--- src/rtl/core/tpl_pkg.sv ---
// ----------------------------------------------------------------------------
// tpl_pkg
// Shared constants, types and helpers of the tag pair line matcher.
// ----------------------------------------------------------------------------
`default_nettype none

package tpl_pkg;

    // Default sizes of the block.
    localparam int DEF_MAX_ENTRIES = 64;
    localparam int DEF_NAME_LEN    = 19;
    localparam int DEF_LINE_BITS   = 20;

    // Width of the entry index field on the result stream.
    localparam int INDEX_W = 6;

    // Character codes that steer the tag parser.
    localparam logic [7:0] CH_NUL   = 8'h00;
    localparam logic [7:0] CH_TAB   = 8'h09;
    localparam logic [7:0] CH_SPACE = 8'h20;
    localparam logic [7:0] CH_SLASH = 8'h2F;
    localparam logic [7:0] CH_LT    = 8'h3C;
    localparam logic [7:0] CH_GT    = 8'h3E;

    // Result status codes.
    typedef enum logic [1:0] {
        STAT_OPEN      = 2'd0,
        STAT_MATCH     = 2'd1,
        STAT_UNMATCHED = 2'd2,
        STAT_FULL      = 2'd3
    } tpl_status_t;

    // What the parser makes of the current character, merged with the line so far.
    typedef struct packed {
        logic closing;
        logic overflow;
        logic append;
    } tpl_scan_flags_t;

    // Address width for a store of the given depth, at least one bit.
    function automatic int addr_bits(input int depth);
        return (depth > 1) ? $clog2(depth) : 1;
    endfunction

endpackage

`default_nettype wire

--- src/rtl/core/tpl_ram.sv ---
// ----------------------------------------------------------------------------
// tpl_ram
// Generic simple dual-port RAM: one write port, one read port, registered read.
// ----------------------------------------------------------------------------
`default_nettype none

module tpl_ram
    import tpl_pkg::*;
#(
    parameter int WIDTH = 8,
    parameter int DEPTH = 16,
    localparam int AW = addr_bits(DEPTH)
)
(
    input  wire logic             clk,
    input  wire logic             wr_en,
    input  wire logic [AW-1:0]    wr_addr,
    input  wire logic [WIDTH-1:0] wr_data,
    input  wire logic [AW-1:0]    rd_addr,
    output logic      [WIDTH-1:0] rd_data
);

    logic [WIDTH-1:0] mem [DEPTH];

    // Write port.
    always_ff @(posedge clk)
    begin
        if (wr_en)
        begin
            mem[wr_addr] <= wr_data;
        end
    end

    // Registered read port.
    always_ff @(posedge clk)
    begin
        rd_data <= mem[rd_addr];
    end

endmodule

`default_nettype wire

--- config.mk ---
export PLATFORM = sky130hd
export DESIGN_NAME = tpl_ram
export DESIGN_NICKNAME = d
export VERILOG_FILES = /design/src/rtl/core/tpl_pkg.sv /design/src/rtl/core/tpl_ram.sv
export SDC_FILE = /design/constraint.sdc
export NUM_CORES = 1
export LEC_CHECK = 0
export ABC_AREA = 1
export BUFFER_PORTS_ARGS = -buffer_cell sky130_fd_sc_hd__buf_2
export CAP_MARGIN = 20
export CORE_MARGIN = 3
export CORE_UTILIZATION = 25
export CTS_CLUSTER_DIAMETER = 200
export DETAILED_ROUTE_END_ITERATION = 6
export PLACE_DENSITY_LB_ADDON = 0.2
export REMOVE_ABC_BUFFERS = 1
export SYNTH_ARGS = -nofsm -noshare
export SYNTH_HDL_FRONTEND = slang
export SYNTH_SLANG_ARGS = --single-unit
--- constraint.sdc ---
create_clock -name clk -period 2.1 [get_ports clk]
set_clock_uncertainty 0.15 [all_clocks]
set_input_delay 0.315 -clock clk [delete_from_list [all_inputs] [get_ports clk]]
set_output_delay 0.315 -clock clk [all_outputs]
set_load 0.01 [all_outputs]
# Word level (Yosys, flattened, before mapping)
# Memories as Yosys holds them, arrays and structs flattened. A register that Yosys moved wholly into a read port is not among the register bits.
# Cells that the tools add are included.
# totals
word_cells	3
register_bits	0
output_inout_bits	8
input_bits	18
mem_bits_rw	128
mem_count	1
# op_classes
mux	2
# mem_list
name	words	word_bits	rd	rd_ports_with_merged_regs	wr	line_no	text
mem	16	8	1	1	1	tpl_ram.sv:23	logic [WIDTH-1:0] mem [DEPTH];
# ops
op	count
$mux W1	2

# Longest topological paths before layout
# Gate-level depths: netlist (run 1).
# depth
depth_word	2
ltp_mapped	8

# Worst setup path after synthesis (run 1)
# No wires, ideal clock.
# synth_path
path_type	input -> register
from	input wr_addr[2]
to	memory mem[10][0] (enable)
path_stages	2
t_required_ns	1.580
path_buffers	0
arrival_ns	0.896
path_slack_ns	0.684
cell_sequence	nand3b_1 -> nor2_1
# synth_rtl
element	line_no	text
start, declared	tpl_ram.sv:17	input wire logic [AW-1:0] wr_addr,
end, declared	tpl_ram.sv:23	
# Straight into the memory's write port.

# Worst setup path after layout (run 1)
# layout_path
from	register rd_data[0] (read register of mem)
to	output rd_data[0]
# layout_rtl
element	line_no	text
start, declared	tpl_ram.sv:20	output logic [WIDTH-1:0] rd_data
# No word-level cell between the ends.

==> flow_summary.yaml, run 1 <==
run_status:
  status: "finished, final reports clean"
detailed_routing:
  wl_mm: 13.9
  via_per_inst: 4.17
  drc: 0
  wl_per_cell_um: 15.8
  vias: 3690
  antenna_left: 0
  drt_iter0_drc: 278
  first_pass_iters: 5
timing:
  post-route-min-period_ns: 1.41
  fmax_mhz: 707
  maxSlewHeadroom_pct: 52.8
  setup_violations: 0
  layout_setup_ws_ns: 0.686
  rsz0062_at_grt: "false"
  fin_setup_tns_ns: 0
  fin_crit_sh_pct: 67.3
  hold_viol: 0
  maxSlewViolCount: 0
  worst_slew_pin_slew_ns: 0.708
setup_path:
  r2r_setup_slack_ns: 0.98
  cp_top_family: "flip-flops"
  cp_slowest_cell: "dfxtp_1"
  crit-reg2reg-launch: "mem[12][6]"
  criticalPathCategory: "reg2out"
  regToRegEndpoint: "rd_data[6]"
  crit_required_ns: 1.63
  path_buf_inv: 1
  endpoint_kind: "primary output"
  cp.arrival_ns: 0.95
  crit_end: "rd_data[0]"
  path_max_fanout: 1
  crit_path_cell_trace: "buf_2"
  crit_start: "rd_data[0]"
  startpoint_type: "flop"
  critPathMaxStageDelay_ns: 0.38
  cp.depth: 1
  r2r_cells: 6
global_routing:
  overflow: 0
  gr-usage-all-layers_pct: 11.9
  grt_max_degree: 65
  antenna_found_initial: 0
  grt_pass1_vias: 3702
  grt_pass1_wl_mm: 21.8
clock_tree:
  cts.repair.resized: 0
  path_clk_slew_ns: 0.06
  clock-sinks: 136
  cts_made_buffers: 17
  ctsHoldBuffers: 0
  cts_tree: "done"
  cts_buffer_depth: 2
  htree_levels: 4
  cts_root_buf: "clkbuf_16"
  clkLatencyLatePin_ns: 0.41
  post_cts.repair.setup_buffers: 0
floorplan:
  row_count: 54
  die_area_um2: 24900
  fp.dieH_um: 158
  core_um2: 22200
  dieWidth_um: 158
  ios: 26
  start_util_pct: 25.9
hold_path:
  hp-class: "in2reg"
placement:
  dp_hpwl_mm: 8.39
  placed_area_um2: 6260
  pre_cts_slack_ns: 0.396
  portBuffers: 25
  gp_congestion: 0.732
power:
  power.leakage_nw: 2.89
  intPower_w: 0.00474
  clkPwrFrac_pct: 43.6
  peakVddDrop_mv: 0.321
  comb_power_share_pct: 6.1
  p_sw_w: 0.00133
  swShare_pct: 22.0
  power_density_nw_per_um2: 896
  seq_power_share_pct: 50.3
final_layout:
  final_cell_mix: "173 x nand2_1, 128 x edfxtp_1, 100 x inv_1, 97 x nand3_1, 25 x buf_2"
  design_area_um2: 6780
  drive_gt1_share_pct: 12.3
  layout_commonest_cell: "nand2_1"
  antenna-diode-count: 0
  syn_to_final_growth_pct: 17.5
  nets: 610
synthesis:
  post_synth.cell_area_avg_um2: 10.5
  ys_seq_area_share_pct: 69.4
  synth_cells: 551
  yosys_warnings: 0
  ys_types: 12
  ys_ff_latch: 136
  syn_area_um2: 5770
job:
  drv_cap: 0
[synth_stat cells]
cell type | count | area, µm²
nand2_1 | 173 | 649
edfxtp_1 | 128 | 3840
inv_1 | 100 | 375
nand3_1 | 97 | 485
nor2_1 | 17 | 63.8
buf_2 | 13 | 65.1
dfxtp_1 | 8 | 160
buf_6 | 6 | 67.6
buf_4 | 4 | 30.0
inv_2 | 2 | 7.51
nand3b_1 | 2 | 15.0
buf_1 | 1 | 3.75
[power groups by stage]
stage | Clock, W | Sequential [W] | Combinational, W
2_1_floorplan | 0 | 0.00311 | 0.000164
3_5_place_dp | 0 | 0.00311 | 0.000378
6_report | 0.00265 | 0.00306 | 0.000368
5_1_grt | 0.00283 | 0.00306 | 0.000420
3_3_place_gp | 0 | 0.00311 | 0.000375
4_1_cts | 0.00271 | 0.00306 | 0.000379
[kinds of logic after synthesis]
group	count (synthesis)	synth area share (%)
buffers and inverters	126	9.52
AND/OR/NAND/NOR	289	21.0
flip-flops	136	69.4
[layer usage]
layer / vias up / wire length [µm] / GRT usage (%)
met2: 69 / 6250 / 18.0
li1: 1851 / - / -
met3: 11 / 685 / 3.53
met5: - / 0 / 0
met1: 1759 / 6890 / 16.7
met4: 0 / 119 / 3.47
[registers in the layout (all words and copies together) (netlist names)]
name,flops
mem,128
rd_data,8
[worst min path at each step]
stage | startpoint | end | slack, ns | depth (start not counted)
floorplan | wr_data[0] | mem[0][0] | 0.26 | 0
global placement | mem[2][4] | rd_data[4] | 0.51 | 6
detailed placement | mem[2][3] | rd_data[3] | 0.51 | 6
CTS | wr_data[6] | mem[6][6] | 0.13 | 1
global route | wr_data[6] | mem[4][6] | 0.14 | 1
finish | wr_data[6] | mem[4][6] | 0.14 | 1
[final cells by class]
type	count	area (µm²)
Clock inverter	12	86.3
Inverter	102	383
Multi-Input combinational cell	289	1210
Timing Repair Buffer	46	308
Clock buffer	19	433
Sequential cell	136	4000
Fill cell	2303	15500
Tap cell	280	350
[metrics by stage]
stage	utilization (%)	std cells	hold slack [ns]	power, W
floorplan	-	527	0.264	0.00328
global placement	28.2	853	0.509	0.00349
detailed placement	28.2	853	0.510	0.00349
CTS	30.5	884	0.125	0.00615
global route	30.5	884	0.135	0.00631
finish	30.5	884	0.143	0.00607
Note: power is estimated with default switching activity, not from simulation.
==> run 2, diff against run 1 <==
==> constraint.sdc (replaced) <==
create_clock -name clk -period 1.4 [get_ports clk]
set_clock_uncertainty 0.15 [all_clocks]
set_input_delay 0.21 -clock clk [delete_from_list [all_inputs] [get_ports clk]]
set_output_delay 0.21 -clock clk [all_outputs]
set_load 0.01 [all_outputs]
==> run 2 against run 1 <==
Critical path depth is the same. Sequential power grew 50%. Global-route usage shrank 0.25 points. Sequential share of layout area shrank 1.9 points. Hold slack lost 0.10 ns. Clock-buffer cell count is the same. Final area grew 3.3%. Register-to-register slack lost 0.67 ns. Combinational power grew 65%. Routed wire length shrank 2.5%. Critical endpoint is now rd_data[5]. Highest routed layer unchanged.
==> flow_summary.yaml, run 2 (synthesis results as in run 1) <==
final_layout:
  largest_register_ffs: 128
  antenna-diode-count: 0
  n_fill_cell: 2266
  drive_gt1_share_pct: 13.9
  syn_to_final_growth_pct: 21.5
  layout_commonest_cell: "nand2_1"
  nets: 622
  registers.top_by_ff_count: "mem"
  reg.largest.list: "mem x128, rd_data x8"
  final_cell_mix: "173 x nand2_1, 128 x edfxtp_1, 100 x inv_1, 97 x nand3_1, 25 x buf_2"
setup_path:
  critPathMaxStageDelay_ns: 0.36
  r2r_setup_slack_ns: 0.31
  endpoint_kind: "primary output"
  cp_slowest_cell: "dfxtp_1"
  cp_top_family: "flip-flops"
  crit_required_ns: 1.04
  path_max_fanout: 1
  cp.arrival_ns: 0.94
  criticalPathCategory: "reg2out"
  path_buf_inv: 1
  crit_path_cell_trace: "buf_2"
  startpoint_type: "flop"
clock_tree:
  cts_tree: "done"
  cts_made_buffers: 17
  post_cts.repair.setup_buffers: 0
  cts_root_buf: "clkbuf_16"
  path_clk_slew_ns: 0.06
  htree_levels: 4
  clock-sinks: 136
  cts_buffer_depth: 2
  ctsHoldBuffers: 0
  clkLatencyLatePin_ns: 0.41
  cts.repair.resized: 0
detailed_routing:
  wl_per_cell_um: 15.2
  drt_iter0_drc: 228
  drc: 0
  first_pass_iters: 4
  wl_mm: 13.6
  via_per_inst: 4.17
  antenna_left: 0
  vias: 3743
hold_path:
  hp-class: "in2reg"
timing:
  maxSlewHeadroom_pct: 78.7
  rsz0062_at_grt: "false"
  fin_crit_sh_pct: 92.9
  maxSlewViolCount: 0
  fmax_mhz: 769
  post-route-min-period_ns: 1.30
  setup_violations: 0
  hold_viol: 0
  fin_setup_tns_ns: 0
  worst_slew_pin_slew_ns: 0.320
floorplan:
  core_um2: 22200
  fp.dieH_um: 158
  ios: 26
  start_util_pct: 25.9
  dieWidth_um: 158
  die_area_um2: 24900
  row_count: 54
power:
  power.leakage_nw: 3.01
  power_density_nw_per_um2: 1360
  peakVddDrop_mv: 0.801
  p_total_w: 0.00952
placement:
  portBuffers: 25
  gp_congestion: 0.754
  dp_hpwl_mm: 9.13
global_routing:
  grt_pass1_wl_mm: 21.7
  grt_pass1_vias: 3986
  gr-usage-all-layers_pct: 11.7
  overflow: 0
  antenna_found_initial: 0
  grt_max_degree: 40
run_status:
  status: "finished, final reports clean"
job:
  drv_cap: 0
==> run 2: cell types whose count changed in the layout (fill, tap and decap cells not counted), sizes merged <==
cell and change:
bufinv +2, clkinvlp -2, buf +12, clkinv +1
==> run 2: final timing paths <==
kind,from,to,depth (start not counted)
hold reg to reg,mem[10][6],rd_data[6],6
hold / removal,wr_data[6],mem[7][6],1
setup reg to reg,mem[5][4],rd_data[4],6
setup / recovery,rd_data[5],rd_data[5],1
==> run 2: area by class of cell <==
class / instances / area [µm²] / area share [%]
multi-input cells: 289 / 1210 / 17.3
repair buffers: 58 / 485 / 6.93
clock buffers: 19 / 433 / 6.18
clock inverters: 13 / 135 / 1.93
flip-flops and latches: 136 / 4000 / 57.2
inverters: 102 / 383 / 5.47
well taps: 280 / 350 / 5.00
==> run 2: per-stage QoR <==
stage | worst slack (ns) | hold slack (ns) | util [%] | instances | area [µm²]
after floorplan | 0.0595 | 0.159 | - | 527 | 5600
after global placement | 0.00443 | 0.458 | 29.0 | 865 | 6440
after detailed placement | 0.00809 | 0.468 | 29.0 | 865 | 6440
after CTS | 0.0367 | 0.0294 | 31.5 | 897 | 7000
after global routing | 0.0411 | 0.0452 | 31.5 | 897 | 7000
final | 0.0995 | 0.0432 | 31.5 | 897 | 7000
==> run 2: metal layers <==
metal	vias up	part of all wire [%]	global-route usage [%]
met2	54	48	18.7
met1	1803	47	15.8
met5	-	0	0
met4	0	0.33	3.39
met3	4	4.4	2.98
li1	1882	-	-
==> run 2: report_power, final <==
group          switching (W)  internal, W  total [W]
Combinational       0.000392     0.000215   0.000607
Clock                0.00158      0.00275    0.00433
Sequential         0.0000318      0.00455    0.00458
==> run 3, diff against run 2 <==
--- a/config.mk
+++ b/config.mk
@@ -5,9 +5,7 @@
 export SDC_FILE = /design/constraint.sdc
 export NUM_CORES = 1
 export LEC_CHECK = 0
-export ABC_AREA = 1
 export BUFFER_PORTS_ARGS = -buffer_cell sky130_fd_sc_hd__buf_2
-export CAP_MARGIN = 20
 export CORE_MARGIN = 3
 export CORE_UTILIZATION = 25
 export CTS_CLUSTER_DIAMETER = 200
==> run 3 against run 2 <==
Largest cell class unchanged. Hold slack got worse by 0.0045 ns. Register-to-register slack got worse by 0.35 ns. Maximum frequency decreased by 9.4%. Cell count decreased by 36%. Die area decreased by 10%. Synthesized cell count decreased by 58%. First-iteration DRC count decreased by 50%. The flow now finishes with violations (negative setup slack). Combinational power decreased by 21%. Non-clock buffer count increased by 2.
==> flow_summary.yaml, run 3 <==
run_status:
  status: "finished with violations"
  violations: "negative setup slack"
clock_tree:
  path_clk_slew_ns: 0.06
  cts_made_buffers: 17
  clock-sinks: 136
  cts_buffer_depth: 2
  post_cts.repair.setup_buffers: 0
  cts_tree: "done"
  htree_levels: 4
  cts_root_buf: "clkbuf_16"
  clkLatencyLatePin_ns: 0.40
hold_path:
  min_to: "mem[5][3]"
  hp-class: "in2reg"
  whs_path_depth: 1
  min_from: "wr_data[3]"
synthesis:
  yosys-top-cells-area: "edfxtp_1 75%, mux4_2 7.9%, mux4_1 7.1%"
  post-synth-top-count-cell: "edfxtp_1"
  synth-edff-count: 128
  synth_cells: 229
  ys_types: 19
  ys_seq_area_share_pct: 77.8
  synth.largest_area_cell: "edfxtp_1"
  ys_ff_latch: 136
  post_synth.cell_area_avg_um2: 22.5
  yosys_warnings: 0
  ys.flop_type: "edfxtp_1"
  syn_area_um2: 5150
  async_reset_ff_share_pct: 0
  synth_top_area_share_pct: 74.7
  synth.top_cells.by_count: "128 x edfxtp_1, 18 x mux4_2, 16 x a22oi_1"
placement:
  gp_congestion: 0.745
  dp_hpwl_mm: 7.15
  portBuffers: 25
detailed_routing:
  wl_per_cell_um: 18.4
  via_per_inst: 4.23
  drc: 0
  wl_mm: 10.6
  drt_iter0_drc: 114
  antenna_left: 0
  vias: 2430
  first_pass_iters: 4
final_layout:
  drive_gt1_share_pct: 39.4
  layout_commonest_cell: "edfxtp_1"
  registers.top_by_ff_count: "mem"
  multi_input_area_um2: 1060
  n_fill_cell: 1898
  largest_register_ffs: 128
  final_cell_mix: "128 x edfxtp_1, 32 x buf_4, 26 x mux4_2, 25 x buf_2, 17 x clkbuf_16"
  syn_to_final_growth_pct: 23.5
  antenna-diode-count: 0
  final_core_util_pct: 32.0
  seq_area_um2: 4000
  nets: 316
  reg.largest.list: "mem x128, rd_data x8"
setup_path:
  endpoint_kind: "flop"
  cp_top_family: "multiplexers"
  path_max_fanout: 1
  r2r_cells: 3
  cp.arrival_ns: 1.57
  crit_required_ns: 1.54
  crit-reg2reg-launch: "mem[3][4]"
  path_buf_inv: 0
  critPathMaxStageDelay_ns: 0.50
  crit_path_cell_trace: "mux4_2 -> a22oi_2 -> nand2_1"
  r2r_setup_slack_ns: -0.04
  regToRegEndpoint: "rd_data[4]"
  criticalPathCategory: "reg2reg"
  cp_slowest_cell: "mux4_2"
  startpoint_type: "flop"
power:
  power_density_nw_per_um2: 1420
  power.leakage_nw: 2.12
  p_total_w: 0.00904
  peakVddDrop_mv: 0.474
floorplan:
  die_area_um2: 22300
  dieWidth_um: 149
  row_count: 51
  start_util_pct: 25.9
  core_um2: 19800
  fp.dieH_um: 149
  ios: 26
job:
  drv_cap: 0
timing:
  setup_violations: 3
  maxSlewViolCount: 0
  rsz0062_at_grt: "true"
  post-route-min-period_ns: 1.44
  hold_viol: 0
  fmax_mhz: 696
  worst_slew_pin_slew_ns: 0.893
  layout_setup_ws_ns: -0.0361
  maxSlewHeadroom_pct: 40.3
  fin_crit_sh_pct: 103
global_routing:
  gr-usage-all-layers_pct: 10.3
  grt_max_degree: 24
  antenna_found_initial: 0
  grt_pass1_vias: 2655
  grt_pass1_wl_mm: 16.5
  overflow: 0
-- run 3: changes by cell type after synthesis, moves of 4 or more --
cell,before,now
a22oi_1,0,16
nor3_1,0,4
inv_1,100,0
mux4_1,0,14
nand3_1,97,1
nor2_1,17,13
mux4_2,0,18
buf_2,13,3
nand2_1,173,9
-- run 3: stage by stage --
stage	setup TNS [ns]	setup WS (ns)	std cells	hold WS (ns)	area, µm²
6_report	-0.0577	-0.0361	575	0.0387	6350
4_1_cts	-0.118	-0.0474	575	0.0188	6360
3_5_place_dp	-18.48	-0.417	544	0.459	5820
5_1_grt	-0.517	-0.129	575	0.0328	6350
2_1_floorplan	-11.75	-0.453	219	0.159	5060
3_3_place_gp	-17.53	-0.412	544	0.446	5820
-- run 3: per-layer routing --
metal | wire length, µm | share of wire, % | global-route usage (%)
met1 | 4920 | 47 | 14.0
met2 | 5270 | 50 | 16.0
met3 | 290 | 2.7 | 2.57
met4 | 70 | 0.66 | 3.84
met5 | 0 | 0 | 0
-- run 3: cell families (layout without fill, tap and decap cells) --
group                  Yosys count  after routing  share of synthesized area (%)
AOI/OAI and AO/OA               16             16                           2.33
buffers and inverters           10             91                           1.68
DFF                            136            136                           77.8
muxes                           32             32                           15.0
and+or+nand+nor                 35             35                           3.18
-- run 3: power breakdown --
group | total [W] | switching (W) | internal, W | leakage [nW]
registers | 0.00458 | 0.0000249 | 0.00455 | 1.22
clock network | 0.00398 | 0.00158 | 0.00240 | 0.259
logic | 0.000479 | 0.000264 | 0.000215 | 0.635
-- run 3: layout make-up --
| cell class | instances | share of cell area [%] |
|---|---|---|
| flip-flops and latches | 136 | 63.0 |
| repair buffers | 60 | 6.69 |
| clock inverters | 14 | 1.75 |
| well taps | 265 | 5.22 |
| multi-input cells | 83 | 16.6 |
| clock buffers | 17 | 6.69 |
-- run 3: what timing repair did --
item / CTS / global route
gates resized for setup: 13 / 1
endpoints found under the setup margin: 7 / 8
hold buffers: 0 / 0
pin swaps: 6 / 0
-- run 3: worst reg2reg max path: stages (launching register included) --
cell      delay, ns
edfxtp_1       0.37
mux4_2         0.50
a22oi_2        0.21
nand2_1        0.09
-- run 3: how the worst max path moves through the flow --
stage,endpoint,slack (ns),startpoint,cells after the start
4_1_cts,rd_data[4],-0.05,mem[3][4],3
3_3_place_gp,rd_data[2],-0.41,rd_addr[0],5
6_report,rd_data[4],-0.04,mem[3][4],3
2_1_floorplan,mem[0][0],-0.45,wr_addr[2],2
3_5_place_dp,rd_data[2],-0.42,rd_addr[0],5
5_1_grt,rd_data[4],-0.13,mem[3][4],3
