==> src/rtl/core/tpl_pkg.sv <==
// ----------------------------------------------------------------------------
// tpl_pkg
// Shared constants, types and helpers of the tag pair line matcher.
// ----------------------------------------------------------------------------
`default_nettype none

package tpl_pkg;

    // Default sizes of the block.
    localparam int DEF_MAX_ENTRIES = 64;
    localparam int DEF_NAME_LEN    = 19;
    localparam int DEF_LINE_BITS   = 20;

    // Width of the entry index field on the result stream.
    localparam int INDEX_W = 6;

    // Character codes that steer the tag parser.
    localparam logic [7:0] CH_NUL   = 8'h00;
    localparam logic [7:0] CH_TAB   = 8'h09;
    localparam logic [7:0] CH_SPACE = 8'h20;
    localparam logic [7:0] CH_SLASH = 8'h2F;
    localparam logic [7:0] CH_LT    = 8'h3C;
    localparam logic [7:0] CH_GT    = 8'h3E;

    // Result status codes.
    typedef enum logic [1:0] {
        STAT_OPEN      = 2'd0,
        STAT_MATCH     = 2'd1,
        STAT_UNMATCHED = 2'd2,
        STAT_FULL      = 2'd3
    } tpl_status_t;

    // What the parser makes of the current character, merged with the line so far.
    typedef struct packed {
        logic closing;
        logic overflow;
        logic append;
    } tpl_scan_flags_t;

    // Address width for a store of the given depth, at least one bit.
    function automatic int addr_bits(input int depth);
        return (depth > 1) ? $clog2(depth) : 1;
    endfunction

endpackage

`default_nettype wire

==> src/rtl/core/tpl_char_scan.sv <==
// ----------------------------------------------------------------------------
// tpl_char_scan
// Per-character tag parser and collector of the current line's tag name.
// ----------------------------------------------------------------------------
`default_nettype none

module tpl_char_scan
    import tpl_pkg::*;
#(
    parameter int NAME_LEN = DEF_NAME_LEN,
    localparam int CW = $clog2(NAME_LEN + 1)
)
(
    input  wire logic            clk,
    input  wire logic            rst_n,
    input  wire logic            take,
    input  wire logic [7:0]      ch,
    input  wire logic            line_end,
    input  wire logic            hold_count,
    input  wire logic            clear_count,
    input  wire logic [CW-1:0]   rd_idx,
    output logic      [CW-1:0]   count,
    output logic      [CW-1:0]   count_after,
    output tpl_scan_flags_t      flags,
    output logic      [7:0]      rd_byte
);

    localparam int NIW = addr_bits(NAME_LEN);

    logic          in_tag_reg, in_tag_next;
    logic          closing_reg, closing_next;
    logic          ovf_reg, ovf_next;
    logic [CW-1:0] count_reg, count_next;
    logic [7:0]    name_chars [NAME_LEN];

    logic enter;
    logic leave;
    logic set_closing;
    logic set_ovf;
    logic append;

    // Classify the incoming character; a zero byte is ignored.
    always_comb
    begin
        enter       = 1'b0;
        leave       = 1'b0;
        set_closing = 1'b0;
        set_ovf     = 1'b0;
        append      = 1'b0;
        if (take && (ch != CH_NUL))
        begin
            priority if (!in_tag_reg)
            begin
                enter = (ch == CH_LT);
            end
            else if (ch == CH_SLASH)
            begin
                set_closing = 1'b1;
            end
            else if ((ch == CH_TAB) || (ch == CH_SPACE) || (ch == CH_GT))
            begin
                leave = 1'b1;
            end
            else if (count_reg < CW'(NAME_LEN))
            begin
                append = 1'b1;
            end
            else
            begin
                set_ovf = 1'b1;
            end
        end
    end

    // Line flags including the current character.
    always_comb
    begin
        flags.closing  = closing_reg | set_closing;
        flags.overflow = ovf_reg | set_ovf;
        flags.append   = append;
    end

    assign count_after = count_reg + CW'(append);

    // Next state: line end clears the line, but a closing line that starts a
    // table walk keeps its length until the walk is done.
    always_comb
    begin
        in_tag_next  = in_tag_reg;
        closing_next = closing_reg;
        ovf_next     = ovf_reg;
        count_next   = count_reg;
        priority if (take && line_end)
        begin
            in_tag_next  = 1'b0;
            closing_next = 1'b0;
            ovf_next     = 1'b0;
            count_next   = (flags.closing && hold_count) ? count_after : '0;
        end
        else if (take)
        begin
            in_tag_next  = enter ? 1'b1 : (leave ? 1'b0 : in_tag_reg);
            closing_next = flags.closing;
            ovf_next     = flags.overflow;
            count_next   = count_after;
        end
        else if (clear_count)
        begin
            count_next = '0;
        end
        else
        begin
            count_next = count_reg;
        end
    end

    always_ff @(posedge clk or negedge rst_n)
    begin
        if (!rst_n)
        begin
            in_tag_reg  <= 1'b0;
            closing_reg <= 1'b0;
            ovf_reg     <= 1'b0;
            count_reg   <= '0;
        end
        else
        begin
            in_tag_reg  <= in_tag_next;
            closing_reg <= closing_next;
            ovf_reg     <= ovf_next;
            count_reg   <= count_next;
        end
    end

    // Name buffer, one byte appended per character.
    always_ff @(posedge clk)
    begin
        if (append)
        begin
            name_chars[count_reg[NIW-1:0]] <= ch;
        end
    end

    assign rd_byte = name_chars[rd_idx[NIW-1:0]];
    assign count   = count_reg;

endmodule

`default_nettype wire

==> config.mk <==
export PLATFORM = sky130hd
export DESIGN_NAME = tpl_char_scan
export DESIGN_NICKNAME = d
export VERILOG_FILES = /design/src/rtl/core/tpl_pkg.sv /design/src/rtl/core/tpl_char_scan.sv
export SDC_FILE = /design/constraint.sdc
export NUM_CORES = 1
export LEC_CHECK = 0
export BUFFER_PORTS_ARGS = -buffer_cell sky130_fd_sc_hd__buf_4
export CORE_MARGIN = 5
export CORE_UTILIZATION = 59
export CTS_CLUSTER_SIZE = 25
export DETAILED_ROUTE_END_ITERATION = 16
export PLACE_DENSITY = 0.78
export SLEW_MARGIN = 10
export SYNTH_ARGS = -nofsm -noshare
export SYNTH_HDL_FRONTEND = slang
export SYNTH_SLANG_ARGS = --single-unit
==> constraint.sdc <==
create_clock -name clk -period 3.2 [get_ports clk]
set_input_delay 0.16 -clock clk [delete_from_list [all_inputs] [get_ports clk]]
set_output_delay 0.16 -clock clk [all_outputs]
set_load 0.01 [all_outputs]
== Word level (Yosys, flattened, before mapping) ==
Memory sizes are Yosys's and may differ from the RTL's.
Index checks and enable logic that the tools add are counted.

* Memories: 1
* Bits in latches: 0
* Bits in writable memories: 152
* Logic and storage cells: 57
* Output and inout bits: 21
* Bits of input ports: 19
* Bits in registers: 8
* Memory bits (read-only): 0

{| class="wikitable"
|+ Memory list
! name !! words !! bits a word !! read ports !! clocked after memory_dff !! wr ports !! line !! RTL
|-
| name_chars || 19 || 8 || 1 || 0 || 1 || tpl_char_scan.sv:34 || <nowiki>logic [7:0] name_chars [NAME_LEN];</nowiki>
|}

* Equality and inequality tests: 5
* Shifts and indexed selects: 0
* Reduce and logical (&&, ||, !) cells: 10
* Divide/modulo/power cells: 0
* Multiplexer cells: 33
* $lt $le $gt $ge: 1
* Bitwise gates (word level): 2
* Multipliers: 0
* Add/sub/neg operators: 1

{| class="wikitable"
|+ Operators by type and width
! cell !! count
|-
| 8-bit by 6-bit equality test with 1-bit output (second input constant) || 4
|-
| 1-bit two-way mux || 29
|-
| 5-bit two-way mux || 4
|-
| 8-bit by 4-bit equality test with 1-bit output (second input constant) || 1
|-
| 8-bit nonzero test || 1
|-
| 3-bit nonzero test || 2
|-
| 5-bit by 1-bit adder with 5-bit output || 1
|-
| 5-bit less-than comparator (second input constant) || 1
|-
| 1-bit logical AND || 3
|-
| 1-bit logical OR || 2
|-
| 1-bit bitwise OR || 2
|-
| 2-bit AND reduction || 1
|-
| 2-bit nonzero test || 1
|}

== Logic depth before layout (Yosys ltp) ==
Gate-level depths: netlist of run 1.

* Word-level depth: 11
* Gate-level depth with buffers: 10
* Mapped depth without buffers: 9

== Least setup slack after synthesis of run 1 ==
OpenSTA, ideal clock, no wires.

* Path kind: reg2reg
* Start: register count_reg[3] (netlist: count[3])
* End: memory name_chars[10][0] (enable)
* Library setup time: 395 ps
* Path buffers: 1
* Data required time: 2,805 ps
* Arrival time: 2,013 ps
* Stages on the path, launching flop included: 4
* Path slack: 793 ps
* Cell sequence: dfrtp_1 > clkbuf_1 > or3b_2 > nor4_1

* Longest elaborated chain between the ends: 8

{| class="wikitable"
|+ RTL lines
! item !! line !! RTL
|-
| start: declaration || tpl_char_scan.sv:33 || <nowiki>logic [CW-1:0] count_reg, count_next;</nowiki>
|-
| start signal: assignment || tpl_char_scan.sv:131 || <nowiki>count_reg <= count_next;</nowiki>
|-
| 5-bit less-than comparator || tpl_char_scan.sv:64 || <nowiki>else if (count_reg < CW'(NAME_LEN))</nowiki>
|-
| 1-bit two-way mux || tpl_char_scan.sv:64 ||
|-
| 1-bit two-way mux || tpl_char_scan.sv:60 || <nowiki>else if ((ch == CH_TAB) || (ch == CH_SPACE) || (ch == CH_GT))</nowiki>
|-
| 1-bit two-way mux || tpl_char_scan.sv:56 || <nowiki>else if (ch == CH_SLASH)</nowiki>
|-
| 1-bit two-way mux || tpl_char_scan.sv:52 || <nowiki>priority if (!in_tag_reg)</nowiki>
|-
| 1-bit two-way mux || tpl_char_scan.sv:50 || <nowiki>if (take && (ch != CH_NUL))</nowiki>
|-
| 1-bit two-way mux || tpl_char_scan.sv:138 || <nowiki>if (append)</nowiki>
|-
| 1-bit two-way mux (not written as such) || tpl_char_scan.sv:140 || <nowiki>name_chars[count_reg[NIW-1:0]] <= ch;</nowiki>
|-
| end: declaration || tpl_char_scan.sv:34 ||
|}

Parallel ways exist; a longest one is shown, timed or not.

== Final worst setup path of run 1 ==
* Start: input ch[0]
* End: output count_after[4]

* Longest elaborated chain between the ends: 8
* Elaborated cells on any way between the ends: 13

{| class="wikitable"
|+ RTL lines
! item !! line !! RTL
|-
| start: declaration || tpl_char_scan.sv:17 || <nowiki>input wire logic [7:0] ch,</nowiki>
|-
| 8-bit by 4-bit equality test with 1-bit output or 8-bit by 6-bit equality test with 1-bit output (tied branches) || tpl_char_scan.sv:60 ||
|-
| 1-bit logical OR (2 in a row) || tpl_char_scan.sv:60 ||
|-
| 1-bit two-way mux || tpl_char_scan.sv:60 ||
|-
| 1-bit two-way mux || tpl_char_scan.sv:56 ||
|-
| 1-bit two-way mux || tpl_char_scan.sv:52 ||
|-
| 1-bit two-way mux * || tpl_char_scan.sv:50 ||
|-
| 5-bit by 1-bit adder with 5-bit output * || tpl_char_scan.sv:83 || <nowiki>assign count_after = count_reg + CW'(append);</nowiki>
|-
| end: declaration || tpl_char_scan.sv:23 || <nowiki>output logic [CW-1:0] count_after,</nowiki>
|}

Every way passes the cells marked *; elsewhere a longest branch is shown, timed or not.

==> run summary, run 1 <==
Crit path depth: 10
r2r startpoint: count[2]
ANT nets after route: 0
Starting Density: 60.65%
post-synthesis cell type count: 50
clock buffer count from CTS: 17
Critical Path Fanout Max: 26
RSZ-0062 raised after global routing: false
max-cap viol count: 0
clock sink count: 160
max FFs per register: 152
routability cong.: 0.7764
register area share after synthesis: 71.84%
outcome: completed
die height: 116.0 µm
maximum clock frequency: 0.3611 GHz
Total Routing Usage GR: 23.19%
Worst Tran Pin Value: 1196 ps
Hold Crit Start: ch[1]
Hold Crit Class: in2reg
Via density: 6.385
DRC viols: 0
worst flop-to-flop path endpoint: name_chars[1][5]
fin nets: 435
Final setup viols: 0
Gate Count Post-Synth: 354
largest family of logic cells by synthesized area: multiplexers
CP max stage delay: 550 ps
CP max-delay cell: or4_1
critical path capture point: count_after[4]
number of DRC markers in iteration 0: 299
largest net degree at the start of global routing: 41
IO Pins: 40
clock tree buffer depth: 2
CP top delay family: simple AND/OR/NAND/NOR gates
worst clock skew: 6.180 ps
Leak: 2.693 nW
post-synthesis adder-cell area fraction: 0.3773%
Crit Path Class: in2out
ant diodes: 0
Site Rows: 38
Buffers on Ports: 39
power per cell area: 581.8 nW/µm²
Mapped Avg Cell Area: 18.74 µm²
post-synthesis xor/xnor area fraction: 0.3962%
Setup Buffers After CTS: 0
R2R setup slack: 890 ps
FF-to-FF path depth: 2
type of origin of the critical path: primary input
total die area: 13460 µm²
H-tree levels: 4
Setup crit end kind: output port
Cell Area, Synth: 6633 µm²
worst IR drop on VDD: 0.4333 mV
vias: 3614
CTS clk-pin slew, worst paths: 60 ps
core area: 10940 µm²
share of cells above drive strength 1: 29.81%
Data required, critical path: 3040 ps
Crit path arrival time: 2610 ps
later-pin clock latency in the skew report: 420 ps
DIE WIDTH: 116.0 µm
DP HPWL: 8.381 mm
mux cell area share after synthesis: 15.43%
number of buffers and inverters on the critical path: 2
Root Driver: clkbuf_16
initial antenna violation count: 0
Worst Slack Setup Final: 430.4 ps
worst slack at placement: 462.4 ps
max-slew violations: 0
Final Hold Vio Count: 0
Compound-Gate Fraction of Synth Area: 4.226%
CTS tree: built
Seq cells post-synth: 160
Synth Area in Simple Gates: 5.622%
critical-path cell list: buf_4 -> or4_1 -> o2bb2ai_1 -> a21o_1 -> nor3b_1 -> ha_1 -> ha_1 -> nand3_1 -> xnor2_1 -> buf_4
fin crit period: 2770 ps
Setup TNS: 0 ps
Synthesis Warnings: 0
grt ovf: 0
Synth Net Count: 375
Tcrit/Tclk final: 86.55%
Area Growth Syn to Fin: 18.05%
1st-pass router iterations: 5
first-pass GRT wire length: 21.83 mm
Worst setup startpoint: ch[0]
vias in the first global route: 3818
WL/cell: 24.71 µm
relative slew slack: 19.59%
Routed WL: 13.99 mm
-- layout by cell type, fill, tap and decap left out, drive strengths merged, types with 2 or more instances in the layout --
| cell type | instances |
|---|---|
| edfxtp | 152 |
| buf | 59 |
| mux4 | 32 |
| clkbuf | 21 |
| nand2 | 19 |
| nor4 | 19 |
| o21ai | 17 |
| mux2i | 16 |
| mux2 | 8 |
| a22oi | 8 |
| dfrtp | 8 |
| nor2 | 6 |
| a22o | 4 |
| bufinv | 4 |
| dlygate4sd3 | 4 |
| clkinv | 4 |
| nor2b | 3 |
| nand3 | 3 |
| or2 | 3 |
| a21oi | 2 |
| nand4 | 2 |
| xnor2 | 2 |
| nand2b | 2 |
| a21boi | 2 |
| and2 | 2 |
| ha | 2 |
| clkinvlp | 2 |
-- metal layers --
layer	vias to the layer above	wire length [µm]	GRT usage [%]
met2	172	7337	38.24
met5	-	0	0
met4	0	225	7.502
met3	23	1009	6.632
li1	1596	-	-
met1	1823	5412	30.21
-- power breakdown --
part | leakage [nW] | total, mW | internal (mW) | switching, mW
Combinational | 0.929 | 0.210 | 0.0905 | 0.120
Clock | 0.287 | 2.05 | 1.30 | 0.756
Sequential | 1.48 | 2.29 | 2.29 | 0.000170
-- what timing repair did --
item                                   CTS  global route
hold buffers                             4             0
endpoints found under the hold margin   10             0
resized for setup                        0             0
-- cell usage after synthesis, drive strengths merged --
library cell | number | area (µm²)
nand4 | 2 | 12.51
nand2 | 19 | 71.32
and2 | 2 | 12.51
xnor2 | 2 | 17.52
nor2 | 6 | 22.52
nor4 | 19 | 118.9
nand3b | 1 | 7.510
a21boi | 2 | 15.01
buf | 15 | 110.1
nand2b | 2 | 12.51
mux2 | 8 | 90.09
or4 | 1 | 7.510
or3 | 1 | 6.260
and3b | 1 | 8.760
edfxtp | 152 | 4564
a41oi | 1 | 8.760
ha | 2 | 25.02
and4b | 1 | 10.01
dfrtp | 8 | 200.2
a211oi | 1 | 7.510
o31ai | 1 | 7.510
mux4 | 32 | 773.2
nand3 | 3 | 15.01
mux2i | 16 | 160.2
a221o | 1 | 10.01
nor2b | 3 | 18.77
a221oi | 1 | 8.760
o2bb2ai | 1 | 8.760
o21bai | 1 | 7.510
or2 | 3 | 18.77
o21ai | 17 | 85.08
inv | 1 | 3.750
nor3 | 1 | 5.000
xor2 | 1 | 8.760
o41ai | 1 | 8.760
a22o | 4 | 35.03
nor3b | 1 | 7.510
a21o | 1 | 7.510
a21oi | 2 | 10.01
or3b | 1 | 8.760
and4 | 1 | 8.760
clkbuf | 7 | 26.28
a22oi | 8 | 60.06
-- worst min path at each step --
stage / end / cells after the start
floorplan: closing_reg / 0
global route: name_chars[15][1] / 1
global placement: count[1] / 1
CTS: name_chars[11][1] / 1
detailed placement: count[0] / 1
finish: name_chars[11][1] / 1
-- per-stage QoR --
stage                     hold WS (ps)  area [µm²]  power [mW]  cells  util, %
after global placement          -18.01        7187       2.535    531    65.72
after detailed placement        -14.70        7187       2.542    531    65.72
after floorplan                 -135.6        6633       2.451    354        -
after global routing             6.227        7830       4.720    566    71.60
final                            27.05        7830       4.556    566    71.60
after CTS                        6.409        7830       4.583    566    71.60
-- kinds of logic after synthesis --
kind of cell	Yosys count
compound gates	42
xor+xnor	3
fa+ha+maj	2
buf+inv	23
flops	160
mux	56
simple gates	68
-- final cells by class --
type	count	area [µm²]
inverter	1	3.754
clock inverter	10	162.7
fill	675	3105
timing repair buffer	63	483.0
multi-input combinational	171	1800
sequential	160	4765
tap	140	175.2
clock buffer	21	440.4
Note: power is estimated with default switching activity, not from simulation.
==> inputs of run 2 (changes only) <==
- ABC_CLOCK_PERIOD_IN_PS: not set -> 3200
- PLACE_DENSITY: 0.78 -> not set
- PLACE_DENSITY_LB_ADDON: not set -> 0.08
==> run 2 against run 1 <==
- clock-buffer cell count shrank 2
- core utilization shrank 0.59 points
- critical path depth shrank 1
- cell area shrank 0.83%
- critical endpoint unchanged
==> run summary, run 2 (synthesis results as in run 1) <==
outcome: completed
ANT nets after route: 0 (unchanged)
worst flop-to-flop path endpoint: count[4]
die height: 116.0 µm (unchanged)
CP max-delay cell: dfrtp_1
routability cong.: 0.8064 (+3.9%)
Data required, critical path: 3040 ps (about the same)
worst hold path depth: 3 (+2)
Internal Pwr Total: 3.606 mW (-2.0%)
Flop pwr share: 50.9% (+0.6 points)
Global Route met2 Usage: 33.29% (-4.9 points)
Min Hold Slack: 40.18 ps (+13.14 ps)
CTS clk-pin slew, worst paths: 60 ps (about the same)
CP max stage delay: 520 ps (-30 ps)
RSZ-0062 raised after global routing: false
FF-to-FF path depth: 9 (+7)
clock buffer count from CTS: 17 (unchanged)
switching portion of total power: 19.95% (+0.73 points)
grt ovf: 0 (unchanged)
Via density: 6.257 (-2.0%)
worst clock skew: 11.23 ps (+5.046 ps)
Site Rows: 38 (unchanged)
DRC viols: 0 (unchanged)
IO Pins: 40 (unchanged)
most used routing layer: met2
later-pin clock latency in the skew report: 410 ps (about the same)
Setup TNS: 0 ps (unchanged)
CTS tree: built
core area: 10940 µm² (unchanged)
type of origin of the critical path: flop
commonest cells after routing, fill and taps aside: edfxtp_1 (152), buf_4 (58), nand2_1 (19), mux4_2 (18), clkbuf_16 (17)
Tcrit/Tclk final: 84.27% (-2.3 points)
maximum clock frequency: 0.3708 GHz (+2.7%)
Root Driver: clkbuf_16
initial antenna violation count: 0 (unchanged)
max-slew violations: 0 (unchanged)
fillcell total: 697 (+3.3%)
net switching power: 0.8988 mW (+2.7%)
Area Growth Syn to Fin: 17.07%
first-pass GRT wire length: 20.76 mm (-4.9%)
Resized Gates After CTS: 0 (unchanged)
Buffers on Ports: 39 (unchanged)
Hold Crit Class: in2reg
largest net degree at the start of global routing: 41 (unchanged)
Final Hold Vio Count: 0 (unchanged)
R2R setup slack: 960 ps (+70 ps)
worst hold endpoint: ovf_reg
clock sink count: 160 (unchanged)
worst IR drop on VDD: 0.3964 mV (-8.5%)
fin nets: 433 (-0.46%)
share of cells above drive strength 1: 28.47% (-1.3 points)
vias in the first global route: 3628 (-5.0%)
max FFs per register: 152 (unchanged)
Starting Density: 60.65% (unchanged)
total die area: 13460 µm² (unchanged)
critical-path cell list: nor2_1 -> nand2_1 -> nand2_1 -> nor3b_1 -> ha_1 -> ha_1 -> nand3_1 -> xnor2_1 -> buf_4
Layout Cells excl Fill: 565 (-0.18%)
DIE WIDTH: 116.0 µm (unchanged)
1st-pass router iterations: 4 (-1)
Final setup viols: 0 (unchanged)
Logic pwr share: 4.6% (about the same)
Total Routing Usage GR: 21.47% (-1.7 points)
Hold Crit Start: take
routing usage on met1: 29.31% (-0.90 points)
Crit path arrival time: 2540 ps (-70 ps)
clock tree buffer depth: 2 (unchanged)
commonest non-fill, non-tap cell in the layout: edfxtp_1
Worst Tran Pin Value: 1059 ps (-137.1 ps)
ant diodes: 0 (unchanged)
Routed WL: 12.92 mm (-7.6%)
Power Total: 4.505 mW (-1.1%)
max-cap viol count: 0 (unchanged)
Critical Path Fanout Max: 12 (-54%)
WL/cell: 22.86 µm (-7.5%)
met3 GRT Util: 6.527% (-0.10 points)
H-tree levels: 4 (unchanged)
dpl cells: 530 (-0.19%)
Leak: 2.672 nW (-0.78%)
Crit Path Class: reg2out
r2r startpoint: count[2]
relative slew slack: 28.81% (+9.2 points)
number of DRC markers in iteration 0: 261 (-13%)
vias: 3535 (-2.2%)
clock share of power: 44.6% (-0.5 points)
DP HPWL: 8.290 mm (-1.1%)
power per cell area: 580.2 nW/µm² (-0.29%)
fin crit period: 2697 ps (-72.90 ps)
Setup crit end kind: output port
run 2: cell types whose count changed in the layout (fill, tap and decap cells not counted), sizes merged:
| cell | delta |
|---|---|
| buf | -1 |
| bufinv | -1 |
| clkbuf | -2 |
| clkinv | +1 |
| clkinvlp | +2 |
| dlygate4sd3 | -1 |
| inv | +1 |
run 2: power by group through the flow:
stage	sequential (mW)	clock [mW]	combinational (mW)
global route	2.29	2.14	0.225
detailed placement	2.33	0	0.209
global placement	2.33	0	0.204
CTS	2.29	2.04	0.212
finish	2.29	2.01	0.207
floorplan	2.34	0	0.115
run 2: what timing repair did:
item                      4_1_cts  5_1_grt
hold buffers                    3        0
setup buffers                   0        0
hold endpoints to repair        9        0
run 2: worst max-delay path by stage:
stage                     startpoint                end
after CTS                   count[2]     count_after[4]
after global routing        count[2]     count_after[4]
final                       count[2]     count_after[4]
after floorplan             count[3]  name_chars[10][0]
after detailed placement       ch[5]  name_chars[16][2]
after global placement         ch[5]  name_chars[18][7]
run 2: worst max-delay path: cells and delay by family, from the launching register on:
family | cells | cell delay (ps)
flip-flops | 1 | 520
AND/OR/NAND/NOR | 5 | 770
adder cells (fa/ha/maj) | 2 | 450
XOR/XNOR | 1 | 220
buffers and inverters | 1 | 160
run 2: per-stage QoR:
| step | instance area (µm²) | setup slack (ps) | util (%) |
|---|---|---|---|
| final | 7765 | 503.3 | 71.01 |
| after global routing | 7765 | 260.2 | 71.01 |
| after CTS | 7765 | 478.9 | 71.01 |
| after detailed placement | 7138 | 721.8 | 65.27 |
| after global placement | 7138 | 793.2 | 65.27 |
| after floorplan | 6633 | 792.6 | - |
run 2: area by class of cell:
class                      count  area, µm²  share of cell area [%]
sequential                   160       4765                   61.36
multi-input combinational    171       1759                   22.66
timing repair buffer          61      465.4                   5.994
clock buffer                  19      432.9                   5.575
tap                          140      175.2                   2.256
clock inverter                13      163.9                   2.111
inverter                       1      3.754                 0.04834
run 2: layer usage:
layer  share of wire, %  vias to the layer above
li1                   -                     1597
met3                6.8                       17
met1                 42                     1790
met4                2.0                        0
met5                  0                        -
met2                 50                      131
